File: src/rtl/tdma_pkg.sv
// Package for the TDMA slot task scheduler: operation codes, decisions,
// sequencer states and shared constants. No dependencies.
`default_nettype none
package tdma_pkg;
  localparam int MAX_SLOTS_DEF    = 4;
  localparam int QUEUE_DEPTH_DEF  = 8;
  localparam int TASK_ID_BITS_DEF = 8;
  localparam int SLOT_REGS        = 4;
  localparam int LEN_W            = 16;
  localparam int CYC_W            = 18;
  localparam int TIME_W           = 48;
  localparam logic [15:0] LEN_RESET = 16'd10;

  typedef enum logic [1:0] {
    FN_ADD    = 2'd0,
    FN_REMOVE = 2'd1,
    FN_DECIDE = 2'd2,
    FN_SLICE  = 2'd3
  } func_t;

  typedef enum logic [1:0] {
    DEC_NO_CHANGE   = 2'd0,
    DEC_RESIGNED    = 2'd1,
    DEC_PREEMPT     = 2'd2,
    DEC_ONLY_ASSIGN = 2'd3
  } dec_t;

  typedef enum logic [2:0] {
    CFG_ACTIVE = 3'd0,
    CFG_LEN0   = 3'd1,
    CFG_LEN1   = 3'd2,
    CFG_LEN2   = 3'd3,
    CFG_LEN3   = 3'd4
  } cfg_idx_t;

  typedef enum logic [2:0] {
    LS_IDLE,
    LS_SUM,
    LS_DIV,
    LS_FIND,
    LS_DONE
  } loc_state_t;

  typedef enum logic [2:0] {
    ST_IDLE,
    ST_SCAN,
    ST_SHIFT,
    ST_LOCATE,
    ST_HEAD,
    ST_OUT
  } top_state_t;

  typedef struct packed {
    logic start;
    logic busy;
    logic done;
  } loc_ctl_t;
endpackage
`default_nettype wire

File: src/rtl/tdma_slot_task_scheduler.sv
// Top level of the TDMA slot task scheduler: configuration registers, the
// per-slot task queues in one memory, and the sequencer. Uses tdma_pkg and
// tdma_locate.
`default_nettype none
// One item is taken at a time; the input stalls until its result transfer.
// An add writes the task at the tail of its slot's queue if there is room
// and then offers its result. A remove reads the slot's queue one entry a
// cycle through the memory's read port and, once it finds the task, moves
// the tail down one entry a cycle. A decide or a slice query with work runs
// the slot locator, which sums the active slot lengths, reduces the time
// modulo the cycle length bit by bit over all 48 bits of the time, and walks
// the slots to find the current one. No clearing pass after reset.
module tdma_slot_task_scheduler
  import tdma_pkg::*;
#(
  parameter int MAX_SLOTS    = MAX_SLOTS_DEF,
  parameter int QUEUE_DEPTH  = QUEUE_DEPTH_DEF,
  parameter int TASK_ID_BITS = TASK_ID_BITS_DEF
) (
  input  wire logic        clk,
  input  wire logic        rst_n,
  input  wire logic        cfg_we,
  input  wire logic [2:0]  cfg_index,
  input  wire logic [15:0] cfg_data,
  input  wire logic        in_valid,
  output logic             in_stall,
  input  wire logic [1:0]  in_func,
  input  wire logic [7:0]  in_task_id,
  input  wire logic [1:0]  in_task_slot,
  input  wire logic [47:0] in_now_time,
  input  wire logic        in_running_valid,
  input  wire logic [7:0]  in_running_task,
  output logic             out_valid,
  input  wire logic        out_stall,
  output logic             out_ok,
  output logic [1:0]       out_decision,
  output logic [7:0]       out_resign_task,
  output logic [7:0]       out_assign_task,
  output logic [17:0]      out_remaining_slice,
  output logic [1:0]       out_current_slot
);
  localparam int SW  = (MAX_SLOTS > 1) ? $clog2(MAX_SLOTS) : 1;
  localparam int QW  = (QUEUE_DEPTH > 1) ? $clog2(QUEUE_DEPTH) : 1;
  localparam int FW  = $clog2(QUEUE_DEPTH + 1);
  localparam int TW  = $clog2(MAX_SLOTS * QUEUE_DEPTH + 1);
  localparam int IDW = (TASK_ID_BITS < 8) ? TASK_ID_BITS : 8;
  localparam int MD  = MAX_SLOTS * QUEUE_DEPTH;
  localparam int AW  = $clog2(MD);

  top_state_t state_r, state_nxt;
  logic [2:0]                   act_r;
  logic [SLOT_REGS-1:0][LEN_W-1:0] len_r;
  logic [MAX_SLOTS-1:0][FW-1:0] fill_r, fill_nxt;
  logic [TW-1:0]                total_r, total_nxt;
  logic [TASK_ID_BITS-1:0]      mem [MD];
  logic [TASK_ID_BITS-1:0]      rd_r;

  func_t        func_r, func_nxt;
  logic [IDW-1:0] tid_r, tid_nxt, rtask_r, rtask_nxt;
  logic [1:0]   tslot_r, tslot_nxt;
  logic         rvalid_r, rvalid_nxt;
  logic [47:0]  now_r, now_nxt;
  logic [FW-1:0] idx_r, idx_nxt;
  logic [SW-1:0] qs_r, qs_nxt;
  logic         ok_r, ok_nxt;
  logic [1:0]   dec_r, dec_nxt;
  logic [7:0]   res_r, res_nxt, asg_r, asg_nxt;
  logic [17:0]  left_r, left_nxt;
  logic [1:0]   cur_r, cur_nxt;

  logic          we;
  logic [AW-1:0] wa, ra;
  logic [TASK_ID_BITS-1:0] wd;
  logic          loc_start;
  loc_ctl_t      loc_ctl;
  logic [1:0]    loc_slot;
  logic [CYC_W-1:0] loc_left;
  logic [FW-1:0] fq;
  logic          slot_ok;

  tdma_locate #(.MAX_SLOTS(MAX_SLOTS)) u_loc (
    .clk, .rst_n, .start(loc_start), .active_slots(act_r), .slot_len(len_r),
    .now_time(now_r), .ctl(loc_ctl), .slot(loc_slot), .left(loc_left)
  );

  always_ff @(posedge clk) begin
    if (!rst_n) begin
      act_r <= 3'd1;
      for (int i = 0; i < SLOT_REGS; i++) len_r[i] <= LEN_RESET;
    end else if (cfg_we) begin
      unique case (cfg_index)
        CFG_ACTIVE: act_r <= cfg_data[2:0];
        CFG_LEN0:   len_r[0] <= cfg_data;
        CFG_LEN1:   len_r[1] <= cfg_data;
        CFG_LEN2:   len_r[2] <= cfg_data;
        CFG_LEN3:   len_r[3] <= cfg_data;
        default: ;
      endcase
    end
  end

  always_ff @(posedge clk) begin
    if (we) mem[wa] <= wd;
    rd_r <= mem[ra];
  end

  always_ff @(posedge clk) begin
    if (!rst_n) begin
      state_r <= ST_IDLE;
      fill_r  <= '0;
      total_r <= '0;
    end else begin
      state_r <= state_nxt;
      fill_r  <= fill_nxt;
      total_r <= total_nxt;
    end
    func_r <= func_nxt; tid_r <= tid_nxt; tslot_r <= tslot_nxt;
    rvalid_r <= rvalid_nxt; rtask_r <= rtask_nxt; now_r <= now_nxt;
    idx_r <= idx_nxt; qs_r <= qs_nxt; ok_r <= ok_nxt; dec_r <= dec_nxt;
    res_r <= res_nxt; asg_r <= asg_nxt; left_r <= left_nxt; cur_r <= cur_nxt;
  end

  function automatic logic [AW-1:0] addr(input logic [SW-1:0] s,
                                         input logic [FW-1:0] i);
    return AW'(s * QUEUE_DEPTH + i);
  endfunction

  assign slot_ok = (32'(tslot_r) < MAX_SLOTS);
  assign fq      = fill_r[qs_r];

  always_comb begin
    state_nxt = state_r;
    fill_nxt = fill_r; total_nxt = total_r;
    func_nxt = func_r; tid_nxt = tid_r; tslot_nxt = tslot_r;
    rvalid_nxt = rvalid_r; rtask_nxt = rtask_r; now_nxt = now_r;
    idx_nxt = idx_r; qs_nxt = qs_r; ok_nxt = ok_r; dec_nxt = dec_r;
    res_nxt = res_r; asg_nxt = asg_r; left_nxt = left_r; cur_nxt = cur_r;
    we = 1'b0; wa = addr(qs_r, fq); wd = TASK_ID_BITS'(tid_r);
    ra = addr(qs_r, idx_r);
    loc_start = 1'b0;
    in_stall  = (state_r != ST_IDLE);
    out_valid = (state_r == ST_OUT);
    unique case (state_r)
      ST_IDLE: begin
        if (in_valid) begin
          func_nxt   = func_t'(in_func);
          tid_nxt    = in_task_id[IDW-1:0];
          tslot_nxt  = in_task_slot;
          rvalid_nxt = in_running_valid;
          rtask_nxt  = in_running_task[IDW-1:0];
          now_nxt    = in_now_time;
          qs_nxt     = SW'(in_task_slot);
          idx_nxt    = '0;
          ok_nxt = 1'b0; dec_nxt = DEC_NO_CHANGE; res_nxt = '0; asg_nxt = '0;
          left_nxt = '0; cur_nxt = '0;
          priority case (func_t'(in_func))
            FN_ADD, FN_REMOVE: state_nxt = ST_SCAN;
            default: state_nxt = ST_LOCATE;
          endcase
        end
      end
      ST_SCAN: begin
        if (!slot_ok) begin
          state_nxt = ST_OUT;
        end else if (func_r == FN_ADD) begin
          if (32'(fq) < QUEUE_DEPTH) begin
            we = 1'b1;
            fill_nxt[qs_r] = fq + FW'(1);
            total_nxt = total_r + TW'(1);
            ok_nxt = 1'b1;
          end
          state_nxt = ST_OUT;
        end else begin
          // rd_r holds the entry addressed in the previous cycle.
          ra = addr(qs_r, idx_r);
          idx_nxt = idx_r + FW'(1);
          if (idx_r != '0 && rd_r == TASK_ID_BITS'(tid_r)) begin
            idx_nxt = idx_r - FW'(1);
            ra = addr(qs_r, idx_r);
            ok_nxt = 1'b1;
            state_nxt = ST_SHIFT;
          end else if (idx_r == fq) begin
            state_nxt = ST_OUT;
          end
        end
      end
      ST_SHIFT: begin
        // Entry idx+1 is in rd_r; write it down to idx.
        ra = addr(qs_r, idx_r + FW'(2));
        if (idx_r + FW'(1) >= fq) begin
          fill_nxt[qs_r] = fq - FW'(1);
          if (total_r != '0) total_nxt = total_r - TW'(1);
          state_nxt = ST_OUT;
        end else begin
          we = 1'b1;
          wa = addr(qs_r, idx_r);
          wd = rd_r;
          idx_nxt = idx_r + FW'(1);
        end
      end
      ST_LOCATE: begin
        if (func_r == FN_SLICE && total_r == '0 && !rvalid_r) begin
          state_nxt = ST_OUT;
        end else if (!loc_ctl.busy) begin
          loc_start = 1'b1;
        end else if (loc_ctl.done) begin
          left_nxt = loc_left;
          cur_nxt  = loc_slot;
          qs_nxt   = SW'(loc_slot);
          if (func_r == FN_SLICE) begin
            ok_nxt = 1'b1;
            state_nxt = ST_OUT;
          end else begin
            state_nxt = ST_HEAD;
          end
        end
        ra = addr(SW'(loc_slot), '0);
      end
      ST_HEAD: begin
        if (rvalid_r) begin
          if (fq != '0 && rd_r == TASK_ID_BITS'(rtask_r)) begin
            dec_nxt = DEC_NO_CHANGE;
          end else begin
            res_nxt = 8'(rtask_r);
            dec_nxt = DEC_RESIGNED;
            if (fq != '0) begin
              asg_nxt = 8'(rd_r);
              dec_nxt = DEC_PREEMPT;
            end
          end
        end else if (fq != '0) begin
          asg_nxt = 8'(rd_r);
          dec_nxt = DEC_ONLY_ASSIGN;
        end
        state_nxt = ST_OUT;
      end
      ST_OUT: begin
        if (!out_stall) state_nxt = ST_IDLE;
      end
      default: state_nxt = ST_IDLE;
    endcase
  end

  assign out_ok              = ok_r;
  assign out_decision        = dec_r;
  assign out_resign_task     = res_r;
  assign out_assign_task     = asg_r;
  assign out_remaining_slice = left_r;
  assign out_current_slot    = cur_r;
endmodule
`default_nettype wire

File: src/rtl/tdma_locate.sv
// Slot locator: sums the slot lengths, reduces the time modulo the cycle one
// bit a cycle with a subtractor, then walks the slots with the shared adder. Uses tdma_pkg.
`default_nettype none
module tdma_locate
  import tdma_pkg::*;
#(
  parameter int MAX_SLOTS = MAX_SLOTS_DEF
) (
  input  wire logic                          clk,
  input  wire logic                          rst_n,
  input  wire logic                          start,
  input  wire logic [2:0]                    active_slots,
  input  wire logic [SLOT_REGS-1:0][LEN_W-1:0] slot_len,
  input  wire logic [TIME_W-1:0]             now_time,
  output loc_ctl_t                           ctl,
  output logic [1:0]                         slot,
  output logic [CYC_W-1:0]                   left
);
  localparam int LIM = (MAX_SLOTS < SLOT_REGS) ? MAX_SLOTS : SLOT_REGS;

  loc_state_t state_r, state_nxt;
  logic [2:0]        k_r, k_nxt;
  logic [5:0]        bit_r, bit_nxt;
  logic [CYC_W-1:0]  cyc_r, cyc_nxt;
  logic [CYC_W-1:0]  rem_r, rem_nxt;
  logic [CYC_W-1:0]  end_r, end_nxt;
  logic [TIME_W-1:0] t_r, t_nxt;
  logic [2:0]        n_eff;
  logic [CYC_W-1:0]  len_k;
  logic [CYC_W:0]    trial;
  logic [CYC_W-1:0]  add_sum;

  always_comb begin
    n_eff = active_slots;
    if (n_eff == 3'd0) n_eff = 3'd1;
    if (n_eff > 3'(LIM)) n_eff = 3'(LIM);
    len_k = (slot_len[k_r[1:0]] == '0) ? CYC_W'(1) : CYC_W'(slot_len[k_r[1:0]]);
  end

  // The single shared adder; the subtractor works on the modulo.
  assign add_sum = (state_r == LS_SUM ? cyc_r : end_r) + len_k;
  assign trial   = {rem_r, t_r[TIME_W-1]} - {1'b0, cyc_r};

  always_ff @(posedge clk) begin
    if (!rst_n) begin
      state_r <= LS_IDLE;
    end else begin
      state_r <= state_nxt;
    end
    k_r   <= k_nxt;
    bit_r <= bit_nxt;
    cyc_r <= cyc_nxt;
    rem_r <= rem_nxt;
    end_r <= end_nxt;
    t_r   <= t_nxt;
  end

  always_comb begin
    state_nxt = state_r;
    k_nxt     = k_r;
    bit_nxt   = bit_r;
    cyc_nxt   = cyc_r;
    rem_nxt   = rem_r;
    end_nxt   = end_r;
    t_nxt     = t_r;
    unique case (state_r)
      LS_IDLE: begin
        if (start) begin
          k_nxt     = '0;
          cyc_nxt   = '0;
          t_nxt     = now_time;
          state_nxt = LS_SUM;
        end
      end
      LS_SUM: begin
        cyc_nxt = add_sum;
        k_nxt   = k_r + 3'd1;
        if (k_r + 3'd1 == n_eff) begin
          rem_nxt   = '0;
          bit_nxt   = '0;
          state_nxt = LS_DIV;
        end
      end
      LS_DIV: begin
        if (!trial[CYC_W]) rem_nxt = trial[CYC_W-1:0];
        else rem_nxt = {rem_r[CYC_W-2:0], t_r[TIME_W-1]};
        t_nxt   = {t_r[TIME_W-2:0], 1'b0};
        bit_nxt = bit_r + 6'd1;
        if (bit_r == 6'(TIME_W - 1)) begin
          k_nxt     = '0;
          end_nxt   = '0;
          state_nxt = LS_FIND;
        end
      end
      LS_FIND: begin
        end_nxt = add_sum;
        if (rem_r < add_sum || k_r + 3'd1 == n_eff) begin
          state_nxt = LS_DONE;
        end else begin
          k_nxt = k_r + 3'd1;
        end
      end
      LS_DONE: state_nxt = LS_IDLE;
      default: state_nxt = LS_IDLE;
    endcase
  end

  assign ctl.start = start;
  assign ctl.busy  = (state_r != LS_IDLE);
  assign ctl.done  = (state_r == LS_DONE);
  assign slot      = k_r[1:0];
  assign left      = end_r - rem_r;
endmodule
`default_nettype wire
File: config.mk
export PLATFORM = sky130hd
export DESIGN_NAME = tdma_slot_task_scheduler
export DESIGN_NICKNAME = d
export VERILOG_FILES = /design/src/rtl/tdma_pkg.sv /design/src/rtl/tdma_slot_task_scheduler.sv /design/src/rtl/tdma_locate.sv
export SDC_FILE = /design/constraint.sdc
export NUM_CORES = 1
export LEC_CHECK = 0
export ABC_AREA = 0
export BUFFER_PORTS_ARGS = -buffer_cell sky130_fd_sc_hd__buf_2
export CAP_MARGIN = 20
export CELL_PAD_IN_SITES_DETAIL_PLACEMENT = 0
export CELL_PAD_IN_SITES_GLOBAL_PLACEMENT = 1
export CORE_AREA = 2 2 323 357
export CTS_CLUSTER_DIAMETER = 30
export DETAILED_ROUTE_END_ITERATION = 8
export DIE_AREA = 0 0 325 359
export GPL_TIMING_DRIVEN = 0
export PLACE_DENSITY = 0.46
export SLEW_MARGIN = 20
export SYNTH_ARGS = -nofsm -noshare
export SYNTH_HDL_FRONTEND = slang
export SYNTH_HIERARCHICAL = 1
export SYNTH_SLANG_ARGS = --single-unit
export TNS_END_PERCENT = 50
File: constraint.sdc
create_clock -name clk -period 6.15 [get_ports clk]
set_input_delay 0.615 -clock clk [delete_from_list [all_inputs] [get_ports clk]]
set_output_delay 0.615 -clock clk [all_outputs]
set_load 0.005 [all_outputs]
==> results.py, run 1 <==
metrics = {
    "run_status": {
        "run_status": "complete, no violations",
    },
    "floorplan": {
        "dieArea_um2": 117000,
        "rows": 130,
        "coreArea_um2": 113000,
        "initial_utilization_pct": 24.8,
        "dieHeight_um": 359,
        "die_w_um": 325,
        "io_pins": 134,
    },
    "synth": {
        "ys_warn_count": 6,
        "synth_cells": 2496,
        "avgSynthCellArea_um2": 11.3,
        "syn_nets": 2681,
        "synth_area_um2": 28100,
    },
    "finish": {
        "layout-drive-gt1-share_pct": 17.4,
        "finalNetCount": 3045,
        "stdcell_count": 4514,
        "syn_to_final_growth_pct": 32.5,
        "postLayoutCoreUtil_pct": 32.9,
    },
    "clock_network": {
        "cts.clk_slew.worst_paths_ns": 0.04,
        "clockBufferDepth": 3,
        "insertion_delay_ns": 0.76,
        "clockRootBuffer": "clkbuf_16",
        "htreeDepth": 4,
        "cts_inserted_buffers": 162,
        "cts_sinks": 582,
        "cts_tree": "built",
    },
    "sta": {
        "finalCritPeriodShare_pct": 95.0,
        "slew_headroom_pct": 24.1,
        "min_period_ns": 5.84,
        "setup_violations": 0,
        "hold_violations": 0,
        "rsz0062_at_grt": "no",
        "slew_viol_final": 0,
        "finalClockSkew_ns": 0.0272,
        "tightest_slew_ns": 1.14,
        "max_clock_freq_ghz": 0.171,
    },
    "worst_hold_path": {
        "min_from": "in_now_time[44]",
        "hold_path_class": "in -> reg",
        "min_to": "now_r[44]",
        "hold_depth": 1,
    },
    "power": {
        "pwr_density_cell_nw_per_um2": 521,
        "p_leak_nw": 14.1,
        "power.ir.vdd_worst_mv": 0.371,
        "finalPower_w": 0.0194,
    },
    "detailed_routing": {
        "drt-pass1-iter-count": 5,
        "postRouteWirelength_um": 94000,
        "drc": 0,
        "drt_iter0_markers": 1241,
        "wl_per_cell_um": 20.8,
        "via_per_inst": 4.60,
        "via_count": 20747,
        "ant_nets": 0,
    },
    "worst_setup_path": {
        "crit_type": "reg -> reg",
        "worstReg2RegStart": "u_loc/k_r[0]",
        "worstPathRequired_ns": 6.60,
        "rr_endpoint": "u_loc/k_r[1]",
        "critPathArrivalTime_ns": 6.29,
        "reg2reg_depth": 22,
        "end_kind": "register",
        "crit_fanout": 10,
        "cp-start-kind": "register",
        "rrSetupSlack_ns": 0.31,
    },
    "grt": {
        "first_global_vias": 21519,
        "grtUsageTotal_pct": 16.0,
        "antenna_found_initial": 5,
        "grt_max_degree": 49,
        "grt_pass1_wl_um": 139000,
        "grt_remaining_overflow": 0,
    },
    "placed_design": {
        "dpl.hpwl_um": 67100,
        "gp_congestion": 0.793,
        "place_inst": 4152,
        "numPortBuffers": 133,
    },
    "flow_run": {
        "cap_violations": 0,
    },
}
==> worst max-delay path by stage <==
stage	cells after the start	startpoint	slack (ns)	end
after global routing	22	u_loc/k_r[1]	0.002	u_loc/k_r[1]
after CTS	22	u_loc/k_r[0]	0.003	u_loc/k_r[1]
after global placement	22	u_loc/k_r[1]	-1.07	u_loc/k_r[2]
final	22	u_loc/k_r[0]	0.31	u_loc/k_r[1]
after floorplan	22	u_loc/k_r[0]	0.74	u_loc/k_r[0]
after detailed placement	22	u_loc/k_r[1]	-1.09	u_loc/k_r[1]
==> power by group <==
part	internal (W)	switching (W)	total (W)
clock	0.00609	0.00264	0.00873
combinational	0.00182	0.00368	0.00549
sequential	0.00495	0.000248	0.00520
==> metrics by stage <==
stage               hold slack, ns  instance area (um^2)  TNS (ns)  setup WS (ns)
CTS                       0.000748                 37200         0        0.00264
finish                      0.0622                 37300         0          0.305
global placement             0.441                 30700     -4.82          -1.07
global route                0.0153                 37300         0        0.00161
floorplan                    0.432                 28100         0          0.743
detailed placement           0.448                 30800     -5.00          -1.09
==> timing repair <==
action	CTS	global route
gates cloned	0	0
hold buffers	56	0
endpoints found under the setup margin	6	6
setup buffers	2	4
endpoints found under the hold margin	56	0
pin swaps	2	4
resized for setup	16	6
==> per-layer routing <==
metal | vias to the layer above | part of all wire [%] | track usage (%)
met4 | 4 | 2.6 | 5.81
li1 | 9838 | - | -
met3 | 155 | 4.9 | 3.83
met5 | - | 0.029 | 0
met2 | 507 | 51 | 28.2
met1 | 10243 | 42 | 18.8
==> worst max-delay path, cell delays in order, from the launching register on <==
cell and delay [ns]:
edfxtp_1 0.41, buf_12 0.17, mux4_2 0.54, or4_4 0.57
nor4_4 0.19, a31o_1 0.22, ha_1 0.17, inv_1 0.06
fa_1 0.40, nor2b_1 0.14, o21a_1 0.17, o21ai_1 0.10
a211o_1 0.36, and2_1 0.20, o21bai_4 0.18, xnor2_1 0.10
ha_1 0.30, nand4_1 0.12, or2_2 0.34, o21ai_0 0.23
a211oi_2 0.11, and3_4 0.23, nor2_4 0.18
==> state kept, by name, indices dropped and copies added (netlist names), 18 cells and up <==
name	flops
mem	256
len_r	64
now_r	48
u_loc/t_r	48
out_remaining_slice	18
u_loc/cyc_r	18
u_loc/end_r	18
u_loc/rem_r	18
==> cell type report <==
cell class | count | area (um^2)
multi-input combinational | 1710 | 11000
timing repair buffer | 200 | 1370
antenna | 1 | 2.50
clock inverter | 112 | 1510
sequential | 582 | 16400
inverter | 73 | 274
fill | 11418 | 76100
tap | 1518 | 1900
clock buffer | 187 | 4230
buffer | 131 | 568
==> cells in the final DEF (no fill, tap or decap), drive strengths merged, types with 33 or more instances in the layout <==
cell type      n
ha            88
nor2         154
xnor2         40
and3          33
mux2i         50
a31oi         33
xor2          42
o21ai         74
clkbuf       280
a21boi        61
buf          182
a21oi        120
nand2        571
edfxtp       479
mux4          51
nand3         69
dfxtp        103
clkinv        73
inv           80
dlygate4sd3   56
Power figures use the tool's default switching activity.
==> run 2: changes to the inputs <==
--- a/config.mk
+++ b/config.mk
@@ -15,7 +15,7 @@
 export DETAILED_ROUTE_END_ITERATION = 8
 export DIE_AREA = 0 0 325 359
 export GPL_TIMING_DRIVEN = 0
-export PLACE_DENSITY = 0.46
+export PLACE_DENSITY = 0.58
 export SLEW_MARGIN = 20
 export SYNTH_ARGS = -nofsm -noshare
 export SYNTH_HDL_FRONTEND = slang
==> run 2 against run 1 <==
Register-to-register slack worse by 0.12 ns. Die area unchanged. Count of clock-buffer cells in the layout decreased by 4. Largest cell class unchanged. First-iteration DRC count rose by 3.9%. Via count shrank 2.6%. Cell count shrank 1.3%. Routed wire length decreased by 8.7%. Flip-flop and latch count is the same. Clock power decreased by 6.8%.
==> results.py, run 2 (synthesis results as in run 1) <==
metrics = {
    "grt": {
        "grt_max_degree": 52,
        "grt_remaining_overflow": 0,
        "grtUsageTotal_pct": 14.6,
        "antenna_found_initial": 6,
        "grt_pass1_wl_um": 129000,
        "first_global_vias": 20571,
    },
    "worst_setup_path": {
        "critPathArrivalTime_ns": 6.38,
        "rr_endpoint": "u_loc/k_r[2]",
        "worstReg2RegStart": "u_loc/k_r[0]",
        "crit_end": "u_loc/k_r[2]",
        "slowest_delay_ns": 0.56,
        "rrSetupSlack_ns": 0.19,
        "cp-startpoint": "u_loc/k_r[0]",
        "worstPathRequired_ns": 6.57,
        "reg2reg_depth": 21,
        "cp-start-kind": "register",
        "crit_slowest_cell": "or4_4",
        "end_kind": "register",
        "worstPathCellList": "buf_8, mux4_2, or4_4, nor4_4, a31o_1, ha_2, inv_1, fa_1, nor2b_1, o21a_1, o21ai_0, a211o_1, a21o_1, a211oi_2, ha_1, nand4_1, or2_2, nor3_2, a211oi_2, and3_4, nor2_4",
        "crit_fanout": 5,
        "crit_path_frequent_cell": "a211oi_2",
        "crit_type": "reg -> reg",
    },
    "clock_network": {
        "cts.clk_slew.worst_paths_ns": 0.05,
        "clockRootBuffer": "clkbuf_16",
        "cts_sinks": 582,
        "clockBufferDepth": 3,
        "cts_inserted_buffers": 154,
        "cts_tree": "built",
        "htreeDepth": 4,
        "insertion_delay_ns": 0.74,
    },
    "finish": {
        "layout-drive-gt1-share_pct": 17.2,
        "finish.instance_area_um2": 36400,
        "final_cell_mix": "nand2_1, edfxtp_1, clkbuf_16",
        "n_antenna_cell": 0,
        "multi_input_comb_area_um2": 11000,
        "syn_to_final_growth_pct": 29.6,
        "area.sequential_um2": 16400,
        "largest_reg_flops": 256,
        "reg.largest.list": "mem x256, len_r x64",
        "nFillCells": 11523,
        "postLayoutCoreUtil_pct": 32.1,
        "final_common_cell": "nand2_1",
        "regMostFlops": "mem",
        "finalNetCount": 2995,
    },
    "sta": {
        "setup_violations": 0,
        "slew_headroom_pct": 30.0,
        "finalClockSkew_ns": 0.0287,
        "max_clock_freq_ghz": 0.168,
        "hold_violations": 0,
        "tightest_slew_ns": 1.05,
        "setup_ws_ns": 0.189,
        "finalCritPeriodShare_pct": 96.9,
        "min_period_ns": 5.96,
        "slew_viol_final": 0,
    },
    "floorplan": {
        "dieHeight_um": 359,
        "die_w_um": 325,
        "rows": 130,
        "io_pins": 134,
        "initial_utilization_pct": 24.8,
        "dieArea_um2": 117000,
        "coreArea_um2": 113000,
    },
    "power": {
        "p_sw_w": 0.00631,
        "switching_share_pct": 33.8,
        "p_seq_share_pct": 27.7,
        "power.ir.vdd_worst_mv": 0.240,
        "comb_power_share_pct": 28.7,
        "clockPowerShare_pct": 43.6,
        "pwr_density_cell_nw_per_um2": 512,
        "p_int_w": 0.0124,
        "p_leak_nw": 13.7,
    },
    "detailed_routing": {
        "via_count": 20210,
        "ant_nets": 0,
        "via_per_inst": 4.54,
        "drt_iter0_markers": 1290,
        "postRouteWirelength_um": 85800,
        "wl_per_cell_um": 19.3,
        "drc": 0,
        "drt-pass1-iter-count": 5,
    },
    "placed_design": {
        "gp_congestion": 0.833,
        "dpl.hpwl_um": 60700,
        "post-place-ws_ns": -0.953,
        "placed_cell_area_um2": 30800,
        "numPortBuffers": 133,
    },
    "run_status": {
        "run_status": "complete, no violations",
    },
    "worst_hold_path": {
        "hold_path_class": "in -> reg",
    },
    "flow_run": {
        "cap_violations": 0,
    },
}
==> run 2: cell types whose count changed in the layout (fill, tap and decap cells not counted), sizes merged, moves of 2 or more <==
cell	delta
dlygate4sd3	-43
clkbuf	-4
inv	+2
clkinv	-9
bufinv	-6
==> run 2: how the worst min path moves through the flow <==
stage	from	end	slack [ns]	cells after the start
global placement	fill_r[10]	fill_r[10]	0.44	2
detailed placement	len_r[19]	len_r[19]	0.45	2
CTS	in_now_time[36]	now_r[36]	0.001	1
finish	in_running_valid	rvalid_r	0.06	1
global route	in_now_time[17]	now_r[17]	0.02	1
floorplan	fill_r[12]	fill_r[12]	0.43	2
==> run 2: cell type report <==
type                       instances  area share, %
buffer                           130           1.53
clock buffer                     183           11.1
clock inverter                   100           3.57
inverter                          73          0.752
multi-input combinational       1710           30.1
sequential                       582           45.1
tap                             1518           5.21
timing repair buffer             159           2.68
==> run 2: worst max-delay path: cells and delay by family, from the launching register on <==
kind / cells / cell delay (ns)
and+or+nand+nor: 8 / 1.99
AOI/OAI and AO/OA: 7 / 1.65
adders and majority gates: 3 / 0.83
muxes: 1 / 0.53
DFF: 1 / 0.42
buffers and inverters: 2 / 0.22
==> run 2: metal layers <==
metal / track usage [%] / up-vias / part of all wire, %
li1: - / 9724 / -
met1: 18.2 / 9814 / 44
met2: 25.0 / 523 / 49
met3: 2.95 / 147 / 4.7
met4: 4.94 / 2 / 2.4
met5: 0 / - / 0.0082
==> run 2: what timing repair did <==
item                                   4_1_cts  5_1_grt
setup endpoints to repair                    6        4
buffers inserted                             5        2
gates cloned                                 0        1
pin swaps                                    3        4
endpoints found under the hold margin       13        0
resized for setup                           11       10
hold buffers                                13        0
==> run 2: metrics by stage <==
step | hold slack, ns | setup TNS [ns] | power [W] | std cells
finish | 0.0556 | 0 | 0.0187 | 4455
floorplan | 0.432 | 0 | 0.00847 | 2496
global placement | 0.442 | -4.13 | 0.0105 | 4147
CTS | 0.00108 | 0 | 0.0188 | 4451
global route | 0.0199 | -0.0362 | 0.0195 | 4455
detailed placement | 0.447 | -4.20 | 0.0105 | 4151
==> run 2: power by group through the flow <==
stage,clock network [W],logic (W),registers (W)
2_1_floorplan,0,0.00330,0.00517
3_3_place_gp,0,0.00520,0.00528
3_5_place_dp,0,0.00529,0.00524
4_1_cts,0.00826,0.00536,0.00518
5_1_grt,0.00849,0.00582,0.00522
6_report,0.00814,0.00535,0.00518
==> run 3: changes to the inputs <==
--- a/config.mk
+++ b/config.mk
@@ -16,6 +16,7 @@
 export DIE_AREA = 0 0 325 359
 export GPL_TIMING_DRIVEN = 0
 export PLACE_DENSITY = 0.58
+export REMOVE_ABC_BUFFERS = 1
 export SLEW_MARGIN = 20
 export SYNTH_ARGS = -nofsm -noshare
 export SYNTH_HDL_FRONTEND = slang
==> run 3 against run 2 <==
Clock skew grew 0.024 ns. Cell count shrank 1.6%. Via count shrank 2.1%. Clock power down 2.6%. Global-route usage shrank 1.0 points. Routed wire length fell by 7.5%. Maximum frequency grew 2.3%. Critical path depth increased by 3. Core utilization is 0.16 points higher. Sequential share of layout area down 0.22 points. Highest routed layer unchanged.
==> results.py, run 3 (synthesis results as in run 1) <==
metrics = {
    "grt": {
        "grt_pass1_wl_um": 121000,
        "grtUsageTotal_pct": 13.5,
        "grt_max_degree": 71,
        "grt_remaining_overflow": 0,
        "first_global_vias": 20010,
        "antenna_found_initial": 5,
    },
    "finish": {
        "largest_reg_flops": 256,
        "stdcell_count": 4385,
        "final_cell_mix": "nand2_1, edfxtp_1, clkbuf_16",
        "nFillCells": 11439,
        "reg.largest.list": "mem x256, len_r x64",
        "layout-drive-gt1-share_pct": 18.2,
        "regMostFlops": "mem",
        "final_common_cell": "nand2_1",
        "finalNetCount": 2921,
        "syn_to_final_growth_pct": 30.2,
    },
    "detailed_routing": {
        "drt_iter0_markers": 1195,
        "drt-pass1-iter-count": 5,
        "drc": 0,
        "via_per_inst": 4.51,
        "wl_per_cell_um": 18.1,
        "ant_nets": 0,
        "postRouteWirelength_um": 79400,
        "via_count": 19791,
    },
    "sta": {
        "hold_ws_ns": 0.0675,
        "slew_headroom_pct": 34.9,
        "finalClockSkew_ns": 0.0522,
        "max_clock_freq_ghz": 0.172,
        "tightest_slew_ns": 0.975,
        "finalCritPeriodShare_pct": 94.7,
        "setup_violations": 0,
        "slew_viol_final": 0,
        "fin_setup_tns_ns": 0,
        "hold_violations": 0,
        "min_period_ns": 5.83,
        "setup_ws_ns": 0.323,
    },
    "floorplan": {
        "rows": 130,
        "io_pins": 134,
        "initial_utilization_pct": 24.8,
        "coreArea_um2": 113000,
        "dieHeight_um": 359,
        "die_w_um": 325,
        "dieArea_um2": 117000,
    },
    "power": {
        "p_leak_nw": 13.8,
        "p_int_w": 0.0123,
        "clockPowerShare_pct": 43.2,
        "power.ir.vdd_worst_mv": 0.228,
        "switching_share_pct": 33.1,
        "p_seq_share_pct": 29.0,
        "comb_power_share_pct": 27.8,
        "pwr_density_cell_nw_per_um2": 501,
        "p_sw_w": 0.00608,
    },
    "clock_network": {
        "clockRootBuffer": "clkbuf_16",
        "cts_sinks": 582,
        "cts.clk_slew.worst_paths_ns": 0.04,
        "htreeDepth": 4,
        "cts_inserted_buffers": 153,
        "insertion_delay_ns": 0.75,
        "cts_tree": "built",
        "clockBufferDepth": 3,
    },
    "worst_setup_path": {
        "slowest_delay_ns": 0.57,
        "worstPathCellList": "clkbuf_16, buf_12, mux4_2, or4_4, nor4_2, a31o_1, ha_1, inv_1, fa_1, nor2b_1, o21a_1, o21ai_1, a211o_1, and2_2, o21bai_4, xnor2_1, ha_1, nand4_1, or2_4, nor3_4, a211oi_2, buf_4, and3_4, nor2_4",
        "crit_slowest_cell": "or4_4",
        "crit_fanout": 8,
        "worstPathRequired_ns": 6.55,
        "end_kind": "register",
        "cp-start-kind": "register",
        "critPathArrivalTime_ns": 6.23,
        "crit_path_frequent_cell": "ha_1",
        "crit_type": "reg -> reg",
    },
    "placed_design": {
        "place_inst": 4041,
        "numPortBuffers": 133,
        "dpl.hpwl_um": 52300,
        "post-place-ws_ns": -0.784,
        "gp_congestion": 0.804,
    },
    "run_status": {
        "run_status": "complete, no violations",
    },
    "flow_run": {
        "cap_violations": 0,
    },
    "worst_hold_path": {
        "hold_path_class": "in -> reg",
    },
}
run 3: cell types whose count changed in the layout (fill, tap and decap cells not counted), moves of 8 or more:
| cell | delta |
|---|---|
| buf_1 | -13 |
| buf_2 | -19 |
| dlygate4sd3_1 | +32 |
| clkinvlp_4 | +8 |
| clkinv_1 | -8 |
| clkbuf_1 | -90 |
run 3: per-layer routing:
metal | GRT usage [%] | share of wire, % | routed length, um
met5 | 0 | 0.016 | 13
met3 | 4.12 | 6.3 | 4980
met4 | 5.30 | 2.9 | 2340
met1 | 17.0 | 44 | 34800
met2 | 21.7 | 47 | 37300
run 3: per-stage QoR:
step | total power, W | instance area, um^2 | util [%]
global placement | 0.0102 | 30100 | 26.6
detailed placement | 0.0104 | 30800 | 27.1
CTS | 0.0185 | 36500 | 32.2
global route | 0.0193 | 36600 | 32.3
finish | 0.0184 | 36600 | 32.3
floorplan | 0.00836 | 27600 | -
run 3: power by group through the flow:
stage          clock [W]  sequential, W  combinational [W]
3_3_place_gp           0        0.00550            0.00468
6_report         0.00793        0.00533            0.00510
2_1_floorplan          0        0.00528            0.00308
4_1_cts          0.00809        0.00534            0.00510
5_1_grt          0.00832        0.00538            0.00563
3_5_place_dp           0        0.00541            0.00502
run 3: critical path, delay by kind of cell, from the launching register on:
| kind | cells | cell delay [ns] |
|---|---|---|
| xor+xnor | 1 | 0.10 |
| buf+inv | 4 | 0.53 |
| flops | 1 | 0.37 |
| compound gates | 6 | 1.09 |
| simple gates | 9 | 2.01 |
| fa+ha+maj | 3 | 0.87 |
| mux | 1 | 0.53 |
run 3: cell type report:
class	count	area, um^2	share of cell area [%]
clock buffers	188	4140	11.3
well taps	1518	1900	5.18
clock inverters	96	1100	3.01
diodes	2	5.00	0.0137
flip-flops and latches	582	16400	44.9
inverters	73	274	0.748
multi-input cells	1710	11000	30.1
repair buffers	216	1740	4.75
run 3: path summary, 6_finish.rpt:
kind                        to  cells after the start     startpoint  slack [ns]
hold / removal        tid_r[2]                      1  in_task_id[2]        0.07
setup reg to reg  u_loc/k_r[2]                     24   u_loc/k_r[0]        0.32
setup / recovery  u_loc/k_r[2]                     24   u_loc/k_r[0]        0.32
hold reg to reg      fill_r[8]                      2      fill_r[8]        0.45
run 3: timing repair:
action | 4_1_cts | 5_1_grt
gates resized for setup | 7 | 10
setup endpoints to repair | 6 | 4
pin swaps | 4 | 5
buffers inserted | 4 | 9
hold endpoints to repair | 45 | 0
hold buffers | 45 | 0
